$ cat src/design/ftld_pkg.sv
`timescale 1ns / 1ps
// ----------------------------------------------------------------------------
// ftld_pkg
// Shared types, field type codes and character tables for the FRU
// type/length field decoder.
// ----------------------------------------------------------------------------
package ftld_pkg;

    localparam int unsigned MaxResults = 4;
    localparam int unsigned CountWidth = 3;
    localparam int unsigned IndexWidth = 2;

    localparam logic [1:0] TYPE_BINARY = 2'd0;
    localparam logic [1:0] TYPE_BCD    = 2'd1;
    localparam logic [1:0] TYPE_ASCII6 = 2'd2;
    localparam logic [1:0] TYPE_ASCII8 = 2'd3;

    localparam logic [7:0] SIX_BIT_OFFSET = 8'h20;

    typedef struct packed {
        logic [7:0] char_code;
        logic [1:0] field_type;
        logic       empty_field;
        logic       field_end;
    } result_t;

    typedef struct packed {
        result_t [MaxResults-1:0] res;
        logic [CountWidth-1:0]    count;
    } batch_t;

    // Lowercase hex digit for one nibble.
    function automatic logic [7:0] hex_char(input logic [3:0] nib);
        logic [7:0] ch;
        unique case (nib)
            4'h0: ch = "0";
            4'h1: ch = "1";
            4'h2: ch = "2";
            4'h3: ch = "3";
            4'h4: ch = "4";
            4'h5: ch = "5";
            4'h6: ch = "6";
            4'h7: ch = "7";
            4'h8: ch = "8";
            4'h9: ch = "9";
            4'ha: ch = "a";
            4'hb: ch = "b";
            4'hc: ch = "c";
            4'hd: ch = "d";
            4'he: ch = "e";
            default: ch = "f";
        endcase
        return ch;
    endfunction

    // BCD-plus character for one nibble.
    function automatic logic [7:0] bcd_char(input logic [3:0] nib);
        logic [7:0] ch;
        unique case (nib)
            4'h0: ch = "0";
            4'h1: ch = "1";
            4'h2: ch = "2";
            4'h3: ch = "3";
            4'h4: ch = "4";
            4'h5: ch = "5";
            4'h6: ch = "6";
            4'h7: ch = "7";
            4'h8: ch = "8";
            4'h9: ch = "9";
            4'ha: ch = " ";
            4'hb: ch = "-";
            4'hc: ch = ".";
            4'hd: ch = ":";
            4'he: ch = ",";
            default: ch = "_";
        endcase
        return ch;
    endfunction

endpackage

$ cat src/design/ftld_decode.sv
`timescale 1ns / 1ps
// ----------------------------------------------------------------------------
// ftld_decode
// Field state registers and the single-pass decode of one FRU byte into a
// batch of up to four characters.
// ----------------------------------------------------------------------------
module ftld_decode (
    input  logic            clk,
    input  logic            rst_n,
    input  logic            accept,
    input  logic [7:0]      data_byte,
    output ftld_pkg::batch_t batch
);
    import ftld_pkg::*;

    logic [5:0]  bytes_left_reg, bytes_left_next;
    logic [1:0]  current_type_reg, current_type_next;
    logic [15:0] group_bytes_reg, group_bytes_next;
    logic [1:0]  group_index_reg, group_index_next;

    logic [5:0]  left_dec;
    logic        fend;
    logic [23:0] group_word;

    always_comb
    begin
        bytes_left_next   = bytes_left_reg;
        current_type_next = current_type_reg;
        group_bytes_next  = group_bytes_reg;
        group_index_next  = group_index_reg;
        batch             = '0;
        left_dec          = bytes_left_reg - 6'd1;
        fend              = (left_dec == 6'd0);
        group_word        = {8'd0, group_bytes_reg};

        case (group_index_reg)
            2'd0:    group_word = {16'd0, data_byte};
            2'd1:    group_word = {8'd0, data_byte, group_bytes_reg[7:0]};
            default: group_word = {data_byte, group_bytes_reg};
        endcase

        if (bytes_left_reg == 6'd0) begin
            // Header byte: type in the top two bits, length below.
            if (data_byte[5:0] == 6'd0) begin
                batch.res[0].char_code   = 8'd0;
                batch.res[0].field_type  = data_byte[7:6];
                batch.res[0].empty_field = 1'b1;
                batch.res[0].field_end   = 1'b1;
                batch.count              = CountWidth'(1);
            end else begin
                bytes_left_next   = data_byte[5:0];
                current_type_next = data_byte[7:6];
                group_bytes_next  = 16'd0;
                group_index_next  = 2'd0;
            end
        end else begin
            bytes_left_next = left_dec;
            unique case (current_type_reg)
                TYPE_BINARY:
                begin
                    batch.res[0].char_code  = hex_char(data_byte[7:4]);
                    batch.res[0].field_type = TYPE_BINARY;
                    batch.res[1].char_code  = hex_char(data_byte[3:0]);
                    batch.res[1].field_type = TYPE_BINARY;
                    batch.res[1].field_end  = fend;
                    batch.count             = CountWidth'(2);
                end
                TYPE_BCD:
                begin
                    batch.res[0].char_code  = bcd_char(data_byte[3:0]);
                    batch.res[0].field_type = TYPE_BCD;
                    batch.res[0].field_end  = fend;
                    batch.count             = CountWidth'(1);
                end
                TYPE_ASCII8:
                begin
                    batch.res[0].char_code  = data_byte;
                    batch.res[0].field_type = TYPE_ASCII8;
                    batch.res[0].field_end  = fend;
                    batch.count             = CountWidth'(1);
                end
                default:
                begin
                    // Six-bit ASCII: a full group, or the field's last byte,
                    // flushes four characters; missing bytes read as zero.
                    if (group_index_reg >= 2'd2 || fend) begin
                        for (int k = 0; k < MaxResults; k++) begin
                            batch.res[k].char_code  =
                                {2'b00, group_word[6*k +: 6]} + SIX_BIT_OFFSET;
                            batch.res[k].field_type = TYPE_ASCII6;
                        end
                        batch.res[MaxResults-1].field_end = fend;
                        batch.count      = CountWidth'(MaxResults);
                        group_bytes_next = 16'd0;
                        group_index_next = 2'd0;
                    end else begin
                        group_bytes_next = group_word[15:0];
                        group_index_next = group_index_reg + 2'd1;
                    end
                end
            endcase
        end
    end

    always_ff @(posedge clk or negedge rst_n)
    begin
        if (!rst_n) begin
            bytes_left_reg   <= 6'd0;
            current_type_reg <= 2'd0;
            group_bytes_reg  <= 16'd0;
            group_index_reg  <= 2'd0;
        end else if (accept) begin
            bytes_left_reg   <= bytes_left_next;
            current_type_reg <= current_type_next;
            group_bytes_reg  <= group_bytes_next;
            group_index_reg  <= group_index_next;
        end
    end

endmodule

$ cat src/design/ftld_emit.sv
`timescale 1ns / 1ps
// ----------------------------------------------------------------------------
// ftld_emit
// Result register that holds one decoded batch and hands its characters
// out one per cycle while char_ready is high.
// ----------------------------------------------------------------------------
module ftld_emit (
    input  logic             clk,
    input  logic             rst_n,
    input  logic             load,
    input  ftld_pkg::batch_t batch,
    output logic             can_load,
    output logic             char_valid,
    input  logic             char_ready,
    output logic [7:0]       char_code,
    output logic [1:0]       field_type,
    output logic             empty_field,
    output logic             last_of_run,
    output logic             field_end
);
    import ftld_pkg::*;

    batch_t                batch_reg;
    logic [IndexWidth-1:0] idx_reg, idx_next;
    logic                  busy_reg, busy_next;
    logic                  last;
    result_t               cur;

    assign cur  = batch_reg.res[idx_reg];
    assign last = ({1'b0, idx_reg} + CountWidth'(1)) == batch_reg.count;

    assign char_valid  = busy_reg;
    assign char_code   = cur.char_code;
    assign field_type  = cur.field_type;
    assign empty_field = cur.empty_field;
    assign field_end   = cur.field_end;
    assign last_of_run = last;

    // A new batch may enter when nothing is held or the final character
    // is leaving in this cycle.
    assign can_load = !busy_reg || (char_ready && last);

    always_comb
    begin
        busy_next = busy_reg;
        idx_next  = idx_reg;
        if (load) begin
            busy_next = (batch.count != CountWidth'(0));
            idx_next  = '0;
        end else if (busy_reg && char_ready) begin
            if (last) begin
                busy_next = 1'b0;
            end else begin
                idx_next = idx_reg + IndexWidth'(1);
            end
        end
    end

    always_ff @(posedge clk or negedge rst_n)
    begin
        if (!rst_n) begin
            busy_reg <= 1'b0;
            idx_reg  <= '0;
        end else begin
            busy_reg <= busy_next;
            idx_reg  <= idx_next;
        end
    end

    always_ff @(posedge clk)
    begin
        if (load) begin
            batch_reg <= batch;
        end
    end

endmodule

$ cat src/design/fru_type_length_field_decoder.sv
`timescale 1ns / 1ps
// ----------------------------------------------------------------------------
// fru_type_length_field_decoder
// Decodes IPMI FRU type/length encoded fields into a stream of characters.
// ----------------------------------------------------------------------------
// Usage:
// Bytes of a FRU area enter on the byte channel (data_byte, byte_valid,
// byte_ready). With no field open a byte is a type/length header; otherwise
// it is field data. Characters leave on the char channel (char_code,
// field_type, empty_field, last_of_run, field_end, char_valid, char_ready).
// Each input item is decoded in one pass at the cycle it is accepted, and
// its characters are presented from the result register starting on the
// next cycle, one per cycle while char_ready is high.
// Throughput is bound by the one-character-per-cycle result port: an 8-bit
// ASCII or BCD plus byte or an empty-field header gives one character, a
// binary byte two, a byte closing a six-bit group four. Bytes that give no
// result are taken every cycle while the result register can load.
// A new item is accepted in the same cycle that the last character of the
// previous one is taken, so the block runs back to back.
// Reset clears the open field, so the first byte after reset is a header,
// and empties the result register. When the receiver stalls, the current
// character holds and byte_ready stays low until the batch's last character leaves.
// ----------------------------------------------------------------------------
module fru_type_length_field_decoder (
    input  logic       clk,
    input  logic       rst_n,
    input  logic [7:0] data_byte,
    input  logic       byte_valid,
    output logic       byte_ready,
    output logic [7:0] char_code,
    output logic [1:0] field_type,
    output logic       empty_field,
    output logic       last_of_run,
    output logic       field_end,
    output logic       char_valid,
    input  logic       char_ready
);
    import ftld_pkg::*;

    batch_t batch;
    logic   can_load;
    logic   accept;

    // The byte is taken whenever the result register can hold its batch.
    assign byte_ready = can_load;
    assign accept     = byte_valid && can_load;

    ftld_decode u_decode (
        .clk       (clk),
        .rst_n     (rst_n),
        .accept    (accept),
        .data_byte (data_byte),
        .batch     (batch)
    );

    ftld_emit u_emit (
        .clk         (clk),
        .rst_n       (rst_n),
        .load        (accept),
        .batch       (batch),
        .can_load    (can_load),
        .char_valid  (char_valid),
        .char_ready  (char_ready),
        .char_code   (char_code),
        .field_type  (field_type),
        .empty_field (empty_field),
        .last_of_run (last_of_run),
        .field_end   (field_end)
    );

endmodule
$ cat config.mk
export PLATFORM = sky130hd
export DESIGN_NAME = fru_type_length_field_decoder
export DESIGN_NICKNAME = d
export VERILOG_FILES = /design/src/design/ftld_pkg.sv /design/src/design/ftld_decode.sv /design/src/design/ftld_emit.sv /design/src/design/fru_type_length_field_decoder.sv
export SDC_FILE = /design/constraint.sdc
export NUM_CORES = 1
export LEC_CHECK = 0
export ABC_AREA = 1
export ABC_CLOCK_PERIOD_IN_PS = 7000
export BUFFER_PORTS_ARGS = -buffer_cell sky130_fd_sc_hd__buf_2
export CAP_MARGIN = 0
export CORE_AREA = 4 4 107 119
export DETAILED_ROUTE_END_ITERATION = 10
export DIE_AREA = 0 0 111 123
export PLACE_DENSITY_LB_ADDON = 0.15
export RECOVER_POWER = 50
export SLEW_MARGIN = 30
export SYNTH_ARGS = -nofsm -noshare
export SYNTH_HDL_FRONTEND = slang
export SYNTH_HIERARCHICAL = 1
export SYNTH_SLANG_ARGS = --single-unit
$ cat constraint.sdc
create_clock -name clk -period 7 [get_ports clk]
set_clock_uncertainty 0.1 [all_clocks]
set_input_delay 0.35 -clock clk [delete_from_list [all_inputs] [get_ports clk]]
set_output_delay 0.35 -clock clk [all_outputs]
set_load 0.05 [all_outputs]
==> impl_metrics.yaml <==
synthesis:
  synth_flop_cell: "edfxtp_1"
  synth_area_um2: 4530
  async_flop_share_pct: 36.3
  postSynthAreaPerCell_um2: 8.63
  synth-edff-count: 51
  synth_most_common_cell: "nand2_1"
  postSynthRegisterBits: 80
  synthTopCellsByCount: "162 x nand2_1, 52 x o21ai_0, 51 x edfxtp_1"
  ys_seq_area_share_pct: 49.8
  syn_inst: 525
  yosysTopAreaCellShare_pct: 33.8
  synth_cell_types: 37
  synth_area_leaders: "edfxtp_1 34%, dfrtp_1 16%, nand2_1 13%"
  yosysWarnings: 6
  post-synth-top-area-cell: "edfxtp_1"
place:
  dp_hpwl_mm: 7.31
  place_area_um2: 4670
  gp_congestion: 0.881
  place.port_buffers: 26
sta:
  whs_ns: 0.260
  slew_headroom_pct: -18.4
  hold_viol: 0
  finalCriticalPeriod_ns: 3.83
  fmax_ghz: 0.261
  rsz0062_at_grt: "no"
  worst_pin_slew_ns: 1.78
  post-route-period-util_pct: 54.7
  finalSetupViolations: 0
  drv_slew: 30
  finalSetupTns_ns: 0
status:
  status: "finished, violations left"
  violations: "max-capacitance violations, max-slew violations"
power:
  power.total_mw: 2.37
  peakVddDrop_uv: 279
  power_frac_comb_pct: 45.7
  pwr-share-seq_pct: 34.1
  swShare_pct: 47.3
  p_clk_share_pct: 20.1
  internal_power_mw: 1.25
  p_sw_mw: 1.12
  power.density_nw_per_um2: 482
  p_leak_nw: 2.25
clocking:
  cts-buffers-inserted: 9
  htreeDepth: 3
  clk_latency_ns: 0.34
  cts-root-buf: "clkbuf_16"
  clockBufferDepth: 2
  cts_tree: "yes"
  path_clk_slew_ns: 0.06
  cts_setup_buffers: 0
  postCtsHoldBufs: 1
  cts.sinks: 80
  cts.repair.resized: 0
final_layout:
  antennaDiodeCount: 0
  largest_reg_flops: 51
  n_fill_cell: 1138
  area_growth_pct: 8.50
  drive_above_1_share_pct: 10.6
  nets: 565
  fin_area_um2: 4920
global_routing:
  grt.met1_usage_pct: 22.0
  grt_antenna_before_repair: 0
  use_met2_pct: 25.8
  grt_use_total_pct: 16.2
  grt_pass1_vias: 3481
  grt_pass1_wl_mm: 17.6
  grt_use_met3_pct: 2.69
  grt-ovfl-total: 0
  grt_max_degree: 57
  busiest_layer: "met2"
critical_path:
  crit_type: "reg -> reg"
  cp_common_cell: "nand2_1"
  rr_worst_depth: 14
  cp-end-kind: "register"
  start_kind: "register"
  crit_arrival_ns: 3.95
  cp_slowest_cell: "dfrtp_1"
  max_stage_delay_ns: 1.01
  cp.required_ns: 7.12
  crit_chain: "ha_1, xnor2_2, nand3_4, inv_2, nand2_1, nand2_1, nand2_1, inv_2, buf_4, inv_1, nor2_2, o21ai_4, nand2_1, nand2_1"
  crit_fanout: 56
floorplan:
  pin_count: 27
  initial_core_util_pct: 39.6
  coreArea_um2: 11400
  design.die.area_um2: 13700
  placementRows: 41
  die_y_um: 123
  die_x_um: 111
worst_hold_path:
  worstHoldPathType: "in -> reg"
  whs_path_depth: 3
route:
  viasPerCell: 5.05
  vias: 3508
  dr.pass1.iters: 5
  drc: 0
  totalWireLength_mm: 10.5
  routedWlPerCell_um: 15.1
  ant_nets: 0
  drt_iter0_drc: 301
run:
  drv_cap: 1
-- critical path: cells and delay by family, from the launching register on --
family                   cells  cell delay (ns)
buffers and inverters        4             0.77
AND/OR/NAND/NOR              7             0.90
adder cells (fa/ha/maj)      1             0.42
XOR/XNOR                     1             0.24
flip-flops                   1             1.01
AO/OA/AOI/OAI                1             0.26
-- per-stage QoR --
stage / setup slack, ns / util (%) / instances
after global routing: 2.67 / 43.0 / 695
final: 3.17 / 43.0 / 695
after detailed placement: 3.11 / 40.9 / 678
after CTS: 3.11 / 43.6 / 695
after floorplan: 3.18 / - / 534
after global placement: 3.22 / 40.9 / 678
-- final cells by class --
class                      instances  area, um2  share of cell area (%)
tap                              150        188                    3.82
inverter                          50        195                    3.97
sequential                        80       2260                    45.9
multi-input combinational        371       1840                    37.5
clock buffer                       9        225                    4.58
clock inverter                     7       78.8                    1.60
timing repair buffer              28        130                    2.65
-- worst paths after layout --
| path | from | to | slack, ns |
|---|---|---|---|
| setup / recovery | u_emit/idx_reg[0]$_DFFE_PN0P_ | u_decode/group_bytes_reg[14]$_DFFE_PN0P_ | 3.17 |
| hold / removal | data_byte[6] | u_decode/current_type_reg[0]$_DFFE_PN0P_ | 0.26 |
| min in group asynchronous | rst_n | u_decode/group_bytes_reg[0]$_DFFE_PN0P_ | 0.93 |
| hold reg to reg | u_decode/group_bytes_reg[9]$_DFFE_PN0P_ | u_decode/group_bytes_reg[9]$_DFFE_PN0P_ | 0.38 |
| setup reg to reg | u_emit/idx_reg[0]$_DFFE_PN0P_ | u_decode/group_bytes_reg[14]$_DFFE_PN0P_ | 3.17 |
| max in group asynchronous | rst_n | u_decode/current_type_reg[0]$_DFFE_PN0P_ | 4.85 |
-- cells in the final DEF (no fill, tap or decap), types with 2 or more instances in the layout --
cell type / n
nand2_2: 13
nor2_1: 42
o22ai_1: 14
inv_2: 3
nand2_1: 164
buf_2: 12
inv_1: 46
o211ai_1: 8
inv_6: 2
a21oi_1: 11
nand2_4: 3
edfxtp_1: 51
o21ai_0: 52
clkinvlp_4: 3
ha_1: 13
clkbuf_16: 9
clkbuf_1: 14
conb_1: 10
nand4_1: 10
nand3_1: 17
dfrtp_1: 29
nor2_2: 4
-- kinds of logic (layout without fill, tap and decap cells) --
| kind of cell | count (synthesis) | after routing | synth area share (%) |
|---|---|---|---|
| AND/OR/NAND/NOR | 256 | 256 | 25.5 |
| AO/OA/AOI/OAI | 91 | 91 | 11.5 |
| buffers and inverters | 83 | 94 | 9.11 |
| flip-flops | 80 | 80 | 49.8 |
| adder cells (fa/ha/maj) | 13 | 13 | 3.59 |
| other | 1 | 10 | 0.0827 |
| XOR/XNOR | 1 | 1 | 0.359 |
-- power by group through the flow --
stage          logic (mW)  registers, mW  clock network, mW
2_1_floorplan       0.933          0.775                  0
3_3_place_gp         1.12          0.814                  0
5_1_grt              1.21          0.829              0.513
3_5_place_dp         1.14          0.818                  0
6_report             1.08          0.809              0.477
4_1_cts              1.14          0.809              0.486
-- layer usage --
| metal | part of all wire [%] | vias up |
|---|---|---|
| met4 | 1.4 | 0 |
| li1 | - | 1747 |
| met5 | 0 | - |
| met3 | 4.6 | 12 |
| met1 | 48 | 1649 |
| met2 | 46 | 100 |
(Power assumes the default switching activity.)
